[src/hdl/spq_pkg.sv]
`default_nettype none
package spq_pkg;

	localparam int DEPTH     = 16;
	localparam int PRIO_BITS = 8;
	localparam int TAG_BITS  = 16;
	localparam int CNT_W     = $clog2(DEPTH + 1);
	localparam int OCC_W     = 5;

	typedef enum logic [1:0] {
		OP_PUSH  = 2'd0,
		OP_POP   = 2'd1,
		OP_CLEAR = 2'd2
	} op_t;

	typedef enum logic [1:0] {
		ST_OK    = 2'd0,
		ST_EMPTY = 2'd1,
		ST_FULL  = 2'd2
	} status_t;

	typedef struct packed {
		logic                 valid;
		logic [PRIO_BITS-1:0] prio;
		logic [TAG_BITS-1:0]  tag;
	} entry_t;

	// Shift command broadcast to every cell of the chain.
	typedef struct packed {
		logic push;
		logic pop;
		logic clr;
	} cmd_t;

endpackage
`default_nettype wire

[src/hdl/spq_cell.sv]
`default_nettype none
module spq_cell (
	input  wire logic          clk,
	input  wire logic          arst_n,
	input  wire spq_pkg::cmd_t cmd,
	input  wire spq_pkg::entry_t new_ent,
	input  wire spq_pkg::entry_t left_ent,
	input  wire logic          left_keep,
	input  wire spq_pkg::entry_t right_ent,
	output spq_pkg::entry_t    cur_ent,
	output logic               keep
);
	import spq_pkg::*;

	logic                 valid_q;
	logic [PRIO_BITS-1:0] prio_q;
	logic [TAG_BITS-1:0]  tag_q;
	entry_t               nxt;

	assign cur_ent = '{valid: valid_q, prio: prio_q, tag: tag_q};

	// A cell keeps its entry on a push when it outranks or ties the newcomer,
	// which keeps equal priorities in arrival order.
	assign keep = valid_q && (prio_q >= new_ent.prio);

	always_comb begin
		nxt = cur_ent;
		if (cmd.clr) begin
			nxt.valid = 1'b0;
		end else if (cmd.pop) begin
			nxt = right_ent;
		end else if (cmd.push && !keep) begin
			nxt = left_keep ? new_ent : left_ent;
		end
	end

	always_ff @(posedge clk or negedge arst_n) begin
		if (!arst_n) begin
			valid_q <= 1'b0;
		end else begin
			valid_q <= nxt.valid;
		end
	end

	always_ff @(posedge clk) begin
		prio_q <= nxt.prio;
		tag_q  <= nxt.tag;
	end

endmodule
`default_nettype wire

[src/hdl/stable_priority_queue.sv]
`default_nettype none
// Bounded priority queue of sixteen entries, kept sorted with the highest
// priority at the head; equal priorities leave in arrival order.
// Input channel: in_valid/in_stall carry one beat of op, prio and tag.
// Operation push inserts an entry, pop removes the head, clear empties all.
// Output channel: out_valid/out_stall carry one result beat per input beat:
// status, the head entry after the operation and the occupancy.
// The entries sit in a chain of cells; on a push every cell compares its
// priority with the new one in parallel and either holds, takes the new
// entry or takes its left neighbor; on a pop every cell takes its right
// neighbor. The result appears in the cycle after the input beat is taken,
// and one beat per cycle is sustained while out_stall is low.
// The result stays in the cells and the output register; while out_stall is
// high the result holds and in_stall is raised, so no further beat enters.
// Reset empties the queue and clears out_valid; entry payloads are not
// cleared, empty slots are marked by their valid bits.
// A push into a full queue is dropped with status full; pop or clear on an
// empty queue reports status empty.
module stable_priority_queue (
	input  wire logic                          clk,
	input  wire logic                          arst_n,
	input  wire logic                          in_valid,
	output logic                               in_stall,
	input  wire logic [1:0]                    op,
	input  wire logic [spq_pkg::PRIO_BITS-1:0] prio,
	input  wire logic [spq_pkg::TAG_BITS-1:0]  tag,
	output logic                               out_valid,
	input  wire logic                          out_stall,
	output logic [1:0]                         status,
	output logic                               head_valid,
	output logic [spq_pkg::PRIO_BITS-1:0]      head_prio,
	output logic [spq_pkg::TAG_BITS-1:0]       head_tag,
	output logic [spq_pkg::OCC_W-1:0]          occupancy
);
	import spq_pkg::*;

	logic             accept;
	logic             full;
	logic             empty;
	op_t              op_in;
	cmd_t             cmd;
	status_t          status_nxt;
	status_t          status_q;
	logic [CNT_W-1:0] fill_nxt;
	logic [CNT_W-1:0] fill_count_q;
	logic             out_valid_q;
	entry_t           new_ent;
	entry_t           ents [DEPTH];
	logic             keeps [DEPTH];
	logic [DEPTH-1:0] valid_vec;

	assign in_stall = out_valid_q && out_stall;
	assign accept   = in_valid && !in_stall;
	assign op_in    = op_t'(op);
	assign empty    = !ents[0].valid;
	assign full     = ents[DEPTH-1].valid;
	assign new_ent  = '{valid: 1'b1, prio: prio, tag: tag};

	always_comb begin
		cmd        = '0;
		status_nxt = ST_OK;
		fill_nxt   = fill_count_q;
		case (op_in)
			OP_PUSH: begin
				if (full) begin
					status_nxt = ST_FULL;
				end else begin
					cmd.push = accept;
					fill_nxt = fill_count_q + CNT_W'(1);
				end
			end
			OP_POP: begin
				if (empty) begin
					status_nxt = ST_EMPTY;
				end else begin
					cmd.pop  = accept;
					fill_nxt = fill_count_q - CNT_W'(1);
				end
			end
			OP_CLEAR: begin
				if (empty) begin
					status_nxt = ST_EMPTY;
				end else begin
					cmd.clr  = accept;
					fill_nxt = '0;
				end
			end
			default: begin
				status_nxt = ST_OK;
			end
		endcase
	end

	for (genvar i = 0; i < DEPTH; i++) begin : g_cell
		entry_t left_ent;
		entry_t right_ent;
		logic   left_keep;

		if (i == 0) begin : g_first
			assign left_ent  = new_ent;
			assign left_keep = 1'b1;
		end else begin : g_mid
			assign left_ent  = ents[i-1];
			assign left_keep = keeps[i-1];
		end

		if (i == DEPTH - 1) begin : g_last
			assign right_ent = '0;
		end else begin : g_inner
			assign right_ent = ents[i+1];
		end

		spq_cell u_cell (
			.clk       (clk),
			.arst_n    (arst_n),
			.cmd       (cmd),
			.new_ent   (new_ent),
			.left_ent  (left_ent),
			.left_keep (left_keep),
			.right_ent (right_ent),
			.cur_ent   (ents[i]),
			.keep      (keeps[i])
		);

		assign valid_vec[i] = ents[i].valid;
	end

	always_ff @(posedge clk or negedge arst_n) begin
		if (!arst_n) begin
			out_valid_q  <= 1'b0;
			fill_count_q <= '0;
			status_q     <= ST_OK;
		end else begin
			if (accept) begin
				out_valid_q  <= 1'b1;
				fill_count_q <= fill_nxt;
				status_q     <= status_nxt;
			end else if (!out_stall) begin
				out_valid_q <= 1'b0;
			end
		end
	end

	// The cells already hold the state after the last beat, so the head is
	// read straight from the first cell.
	assign out_valid  = out_valid_q;
	assign status     = status_q;
	assign head_valid = ents[0].valid;
	assign head_prio  = ents[0].valid ? ents[0].prio : '0;
	assign head_tag   = ents[0].valid ? ents[0].tag : '0;
	assign occupancy  = OCC_W'(fill_count_q);

`ifndef SYNTHESIS
	a_count_matches: assert property (@(posedge clk) disable iff (!arst_n)
		$countones(valid_vec) == 32'(fill_count_q))
		else $error("fill count disagrees with valid cells");

	a_head_valid: assert property (@(posedge clk) disable iff (!arst_n)
		head_valid == (fill_count_q != '0))
		else $error("head valid disagrees with fill count");

	a_push_grows: assert property (@(posedge clk) disable iff (!arst_n)
		(accept && op_in == OP_PUSH && !full) |=>
		(fill_count_q == $past(fill_count_q) + CNT_W'(1)))
		else $error("accepted push did not add an entry");

	for (genvar j = 0; j < DEPTH - 1; j++) begin : g_chk
		a_sorted: assert property (@(posedge clk) disable iff (!arst_n)
			(ents[j+1].valid) |-> (ents[j].valid && ents[j].prio >= ents[j+1].prio))
			else $error("queue order broken");
	end
`endif

endmodule
`default_nettype wire

[config.mk]
export PLATFORM = sky130hd
export DESIGN_NAME = stable_priority_queue
export DESIGN_NICKNAME = d
export VERILOG_FILES = /design/src/hdl/spq_pkg.sv /design/src/hdl/spq_cell.sv /design/src/hdl/stable_priority_queue.sv
export SDC_FILE = /design/constraint.sdc
export NUM_CORES = 1
export LEC_CHECK = 0
export ABC_CLOCK_PERIOD_IN_PS = 3200
export BUFFER_PORTS_ARGS = -buffer_cell sky130_fd_sc_hd__clkbuf_2
export CAP_MARGIN = 20
export CORE_MARGIN = 2
export CORE_UTILIZATION = 30
export CTS_BUF_LIST = sky130_fd_sc_hd__clkbuf_4 sky130_fd_sc_hd__clkbuf_8 sky130_fd_sc_hd__clkbuf_16
export CTS_CLUSTER_DIAMETER = 30
export DETAILED_ROUTE_END_ITERATION = 8
export SLEW_MARGIN = 20
export SYNTH_ARGS = -nofsm -noshare
export SYNTH_HDL_FRONTEND = slang
export SYNTH_SLANG_ARGS = --single-unit
[constraint.sdc]
create_clock -name clk -period 3.2 [get_ports clk]
set_input_delay 0.48 -clock clk [delete_from_list [all_inputs] [get_ports clk]]
set_output_delay 0.48 -clock clk [all_outputs]
set_load 0.01 [all_outputs]
# Word-level counts from Yosys, hierarchy flattened
# Cells that the tools add are included.
[classes] add_sub_neg=2 magnitude_cmp=16 eq_ne=6 mux=79 bitwise=1 n_reduce_logical=103
[op_table] cell="two-way mux 25 bit" count=47
[op_table] cell=">= comparator 8 bit" count=16
[op_table] cell="nonzero test 3 bit" count=17
[op_table] cell="logical AND 1 bit" count=34
[op_table] cell="AND reduction 2 bit" count=16
[op_table] cell="nonzero test 2 bit" count=16
[op_table] cell="two-way mux 1 bit" count=24
[op_table] cell="zero test 1 bit" count=17
[op_table] cell="two-way mux 16 bit" count=1
[op_table] cell="two-way mux 5 bit" count=3
[op_table] cell="one-hot mux 5 bit (3 select lines)" count=1
[op_table] cell="two-way mux 8 bit" count=1
[op_table] cell="inequality test 2 x 1 -> 1 bit, second input constant" count=3
[op_table] cell="adder 5 x 1 -> 5 bit, second input constant" count=1
[op_table] cell="AND reduction 5 bit" count=1
[op_table] cell="subtractor 5 x 1 -> 5 bit, second input constant" count=1
[op_table] cell="one-hot mux 2 bit (2 select lines)" count=1
[op_table] cell="== test 2 x 1 -> 1 bit, second input constant" count=1
[op_table] cell="== test 2 bit, second input constant" count=1
[op_table] cell="zero test 2 bit" count=1
[op_table] cell="two-way mux 2 bit" count=1
[op_table] cell="inequality test 2 bit, second input constant" count=1
[op_table] cell="OR reduction 2 bit" count=1
[op_table] cell="inverter 1 bit" count=1
[totals] ff_bits=408 input_bits=30 out_inout_bits=34 elab_cells=258

# Longest topological paths before layout
[logic_depth] ltp_word=9 ltp_mapped=9 ltp_nobuf=9

# Hierarchy
# A second synthesis with hierarchy kept.
[hier_totals] hier_cells=2383 hier_area_um2=25170.4
[by_module_without_submodules] mod="spq_cell (g_cell[0].u_cell ...)" n_inst=8 cells_each=143 area_per_inst_um2=1522.7
[by_module_without_submodules] mod="spq_cell (g_cell[2].u_cell ...)" n_inst=8 cells_each=143 area_per_inst_um2=1521.5
[by_module_without_submodules] mod="stable_priority_queue" n_inst=1 cells_each=95 area_per_inst_um2=817.0

# Worst setup path after synthesis
# No wires, ideal clock.
[synth_path] kind="input-to-reg" startpoint="input prio[1] (netlist name)" endpoint="register g_cell[1].u_cell.prio_q[0] (enable)" setup_ps=413 arrival_ps=3296 required_ps=2787 setup_slack_ps=-510 path_stages=6 cell_sequence="inv_1 > ha_1 > a2111o_1 > a311oi_4 > o21ai_0 > a21oi_1"
[synth_between] elab_chain_len=6
[synth_rtl] element="from (decl)" line_no="stable_priority_queue.sv:25" text="input wire logic [spq_pkg::PRIO_BITS-1:0] prio,"
[synth_rtl] element=">= comparator 8 bit" line_no="spq_cell.sv:24" text="assign keep = valid_q && (prio_q >= new_ent.prio);"
[synth_rtl] element="logical AND 1 bit" line_no="spq_cell.sv:24"
[synth_rtl] element="zero test 1 bit" line_no="spq_cell.sv:32" text="end else if (cmd.push && !keep) begin"
[synth_rtl] element="logical AND 1 bit" line_no="spq_cell.sv:32"
[synth_rtl] element="nonzero test 2 bit (no line)"
[synth_rtl] element="AND reduction 2 bit (no line)"
[synth_rtl] element="to (signal assigned)" line_no="spq_cell.sv:46" text="prio_q <= nxt.prio;"
[synth_rtl] element="to (decl)" line_no="spq_cell.sv:16" text="logic [PRIO_BITS-1:0] prio_q;"
# No other way between the ends.
# A chain may end at the register's enable or synchronous reset.

# Worst setup path after layout
[layout_path] startpoint="register g_cell[0].u_cell.valid_q" endpoint="register g_cell[7].u_cell.tag_q[1], data pin"
[layout_between] elab_chain_len=3
[layout_rtl] element="from (decl)" line_no="spq_cell.sv:15" text="logic valid_q;"
[layout_rtl] element="from (signal assigned)" line_no="spq_cell.sv:41" text="valid_q <= nxt.valid;"
[layout_rtl] element="two-way mux 1 bit" line_no="stable_priority_queue.sv:73" text="if (empty) begin"
[layout_rtl] element="two-way mux 1 bit" line_no="stable_priority_queue.sv:63" text="case (op_in)"
[layout_rtl] element="two-way mux 25 bit" line_no="spq_cell.sv:30" text="end else if (cmd.pop) begin"
[layout_rtl] element="to (signal assigned)" line_no="spq_cell.sv:47" text="tag_q <= nxt.tag;"
[layout_rtl] element="to (decl)" line_no="spq_cell.sv:17" text="logic [TAG_BITS-1:0] tag_q;"
# No other way between the ends.

==> impl_metrics.csv <==
group,metric,value,unit
route,drt-total-wl,93000,µm
synthesis,synth_common_cells,"nand3_1 (391), edfxtp_1 (384), o21ai_0 (351), nand2_1 (348), nand4_1 (289)",
synthesis,synth_cell_type_count,54,
placed_design,dp_hpwl,62500,µm
run,max-cap-violations,0,
grt,grt_pass1_wl,138000,µm
timing,skew,46.9,ps
power,power_leakage,0.0116,µW
grt,grt_use_total,21.4,%
placed_design,placed_cells,3633,
synthesis,synth_top_cell_area_share,46.7,%
die,rows,105,
timing,setup_violations,0,
worst_setup_path,cp.required,3690,ps
die,die_y,291,µm
synthesis,ys_ff_latch,408,
route,ant_nets,0,
grt,grt_max_degree,194,
synthesis,synth_nets,2769,
die,dieArea,84700,µm²
timing,drv_slew,0,
clocking,cts.sinks,408,
worst_setup_path,cp_common_cell,"buf_12",
synthesis,synth_seq_area_share,49.1,%
route,post_drt_wl_per_cell,24.4,µm
timing,setup_tns,0,ps
power,ir_drop,0.427,mV
worst_setup_path,max_stage_delay,630,ps
worst_setup_path,crit_cells,6,
synthesis,async_flop_share,5.88,%
grt,grt_pass1_vias,21000,
placed_design,port_buffers,63,
final_layout,syn_to_final_growth,22.1,%
placed_design,pre_cts_ws,93.9,ps
clocking,clock_latency,650,ps
final_layout,multiInputGateArea,11300,µm²
final_layout,drive_gt1_share,15.5,%
worst_setup_path,end_kind,"register",
synthesis,yosys_warnings,0,
clocking,path_clk_slew,50,ps
synthesis,synth_area,24700,µm²
timing,rsz0062_at_grt,"no",
worst_setup_path,worstSetupPathType,"register to register",
synthesis,synth_area_leaders,"edfxtp_1 (47%), nand3_1 (7.9%), nand4_1 (7.3%)",
final_layout,finalNonFillerCells,3817,
synthesis,synth_edf_count,384,
grt,antenna_found_initial,0,
die,start_util,30.2,%
route,remaining_drc_errors,0,
synthesis,synthCells,2610,
synthesis,syn_avg_cell_area,9.47,µm²
worst_setup_path,startpoint_type,"register",
timing,setup_ws,322,ps
worst_setup_path,cp_slowest_cell,"buf_12",
final_layout,nets,2823,
die,coreArea,81800,µm²
power,pwr_density_cell,771,nW/µm²
route,via_per_inst,5.92,
timing,min_period,2880,ps
timing,hold_viol_final,0,
placed_design,gp_congestion,0.914,
worst_setup_path,crit_chain,"inv_1 > nor3_4 > buf_12 > buf_12 > nand2_1 > nand3_1",
clocking,root_buffer,"clkbuf_16",
worst_setup_path,rr_worst_depth,6,
final_layout,num_antenna_cells,0,
clocking,cts_htree_levels,3,
hold_path,hold_path_class,"input port to register",
timing,max_freq,347,MHz
hold_path,hold_depth,2,
synthesis,synth_area_leader_cell,"edfxtp_1",
clocking,cts_tree,"yes",
worst_setup_path,worstPathMaxFanout,193,
die,die_w,291,µm
clocking,numCtsBuffers,98,
final_layout,nFillCells,8048,
run_status,run_status,"complete, no violations",
synthesis,yosysMostFrequentCell,"nand3_1",
die,ios,64,
timing,worst_pin_slew,1200,ps
worst_setup_path,path_buf_inv,3,
worst_setup_path,cpLargestDelayFamily,"buffers and inverters",
route,drt_iter0_drc,3548,
timing,maxSlewHeadroom,19.9,%
clocking,clockBufferDepth,3,
power,total_power,23200,µW
synthesis,ys_dominant_reg_cell,"edfxtp_1",
worst_setup_path,worstPathArrival,3370,ps
final_layout,seqCellArea,12100,µm²
route,routed-via-count,22600,
route,firstDrtPassIters,7,
timing,finalCritPeriodShare,89.9,%
grt,grt_overflow,0,
==> report_power, final <==
part / internal [µW] / switching [µW]
clock network: 7160 / 3280
registers: 6910 / 617
logic: 1920 / 3350
==> logic make-up after synthesis <==
group	share of synthesized area [%]
XOR/XNOR	0.0355
AO/OA/AOI/OAI	13.7
buffers and inverters	5.86
AND/OR/NAND/NOR	23.8
flip-flops	49.1
adder cells (fa/ha/maj)	6.56
multiplexers	1.01
==> final timing paths <==
kind                       slack (ps)                      from                         to
max in group asynchronous        2080                    arst_n   g_cell[8].u_cell.valid_q
max reg2reg                       320  g_cell[0].u_cell.valid_q  g_cell[7].u_cell.tag_q[1]
min                                90                  in_valid                  out_valid
min reg2reg                       490                 status[1]                  status[1]
max                               320  g_cell[0].u_cell.valid_q  g_cell[7].u_cell.tag_q[1]
min in group asynchronous         530                    arst_n  g_cell[14].u_cell.valid_q
==> per-layer routing <==
metal  up-vias  global-route usage (%)  share of wire (%)
li1      10100                       -                  -
met1     10800                    31.9                 43
met2      1502                    29.9                 41
met3       207                    4.25                 11
met4         0                    8.61                4.2
met5         -                       0                  0
==> metrics by stage <==
step                util [%]  cell area (µm²)  hold slack [ps]
floorplan                  -            24800              184
global placement        32.6            26700              478
detailed placement      32.6            26700              473
CTS                     36.9            30200             81.8
global route            36.9            30200             98.9
finish                  36.9            30200             92.4
==> registers in the layout (all words and copies together), names as in the netlist <==
register and flops:
status 2, occupancy 5, out_valid 1, g_cell.u_cell.valid_q 16
g_cell.u_cell.tag_q 256, g_cell.u_cell.prio_q 128
==> timing repair <==
action,CTS,global route
endpoints found under the hold margin,1,0
resized for setup,0,0
hold buffers,1,0
buffers inserted,0,0
==> cell usage in the layout (no fill, tap or decap), types with 3 or more instances in the layout <==
cell type / instances
a2111oi_0: 13
a21o_1: 40
a21oi_1: 43
a21oi_2: 14
a22o_1: 12
and2_1: 43
and3_1: 15
buf_12: 24
buf_4: 126
bufinv_16: 16
clkbuf_16: 100
clkbuf_2: 63
clkbuf_4: 19
clkinv_1: 12
clkinv_2: 13
clkinv_4: 3
clkinvlp_4: 16
dfrtp_1: 24
edfxtp_1: 384
ha_1: 128
inv_1: 44
mux2i_1: 25
nand2_1: 348
nand2b_1: 15
nand3_1: 390
nand4_1: 289
nor2_1: 27
nor3_1: 5
nor3_2: 12
o2111ai_1: 12
o211ai_1: 41
o21a_1: 26
o21ai_0: 339
o21ai_1: 11
o21ai_2: 6
or3_1: 14
==> cell type report <==
| class | instances | area share (%) |
|---|---|---|
| flip-flops and latches | 408 | 40.2 |
| multi-input cells | 1898 | 37.4 |
| clock buffers | 119 | 8.77 |
| repair buffers | 214 | 5.81 |
| well taps | 1070 | 4.44 |
| clock inverters | 64 | 2.78 |
| inverters | 44 | 0.548 |
Note: power is estimated with default switching activity, not from simulation.
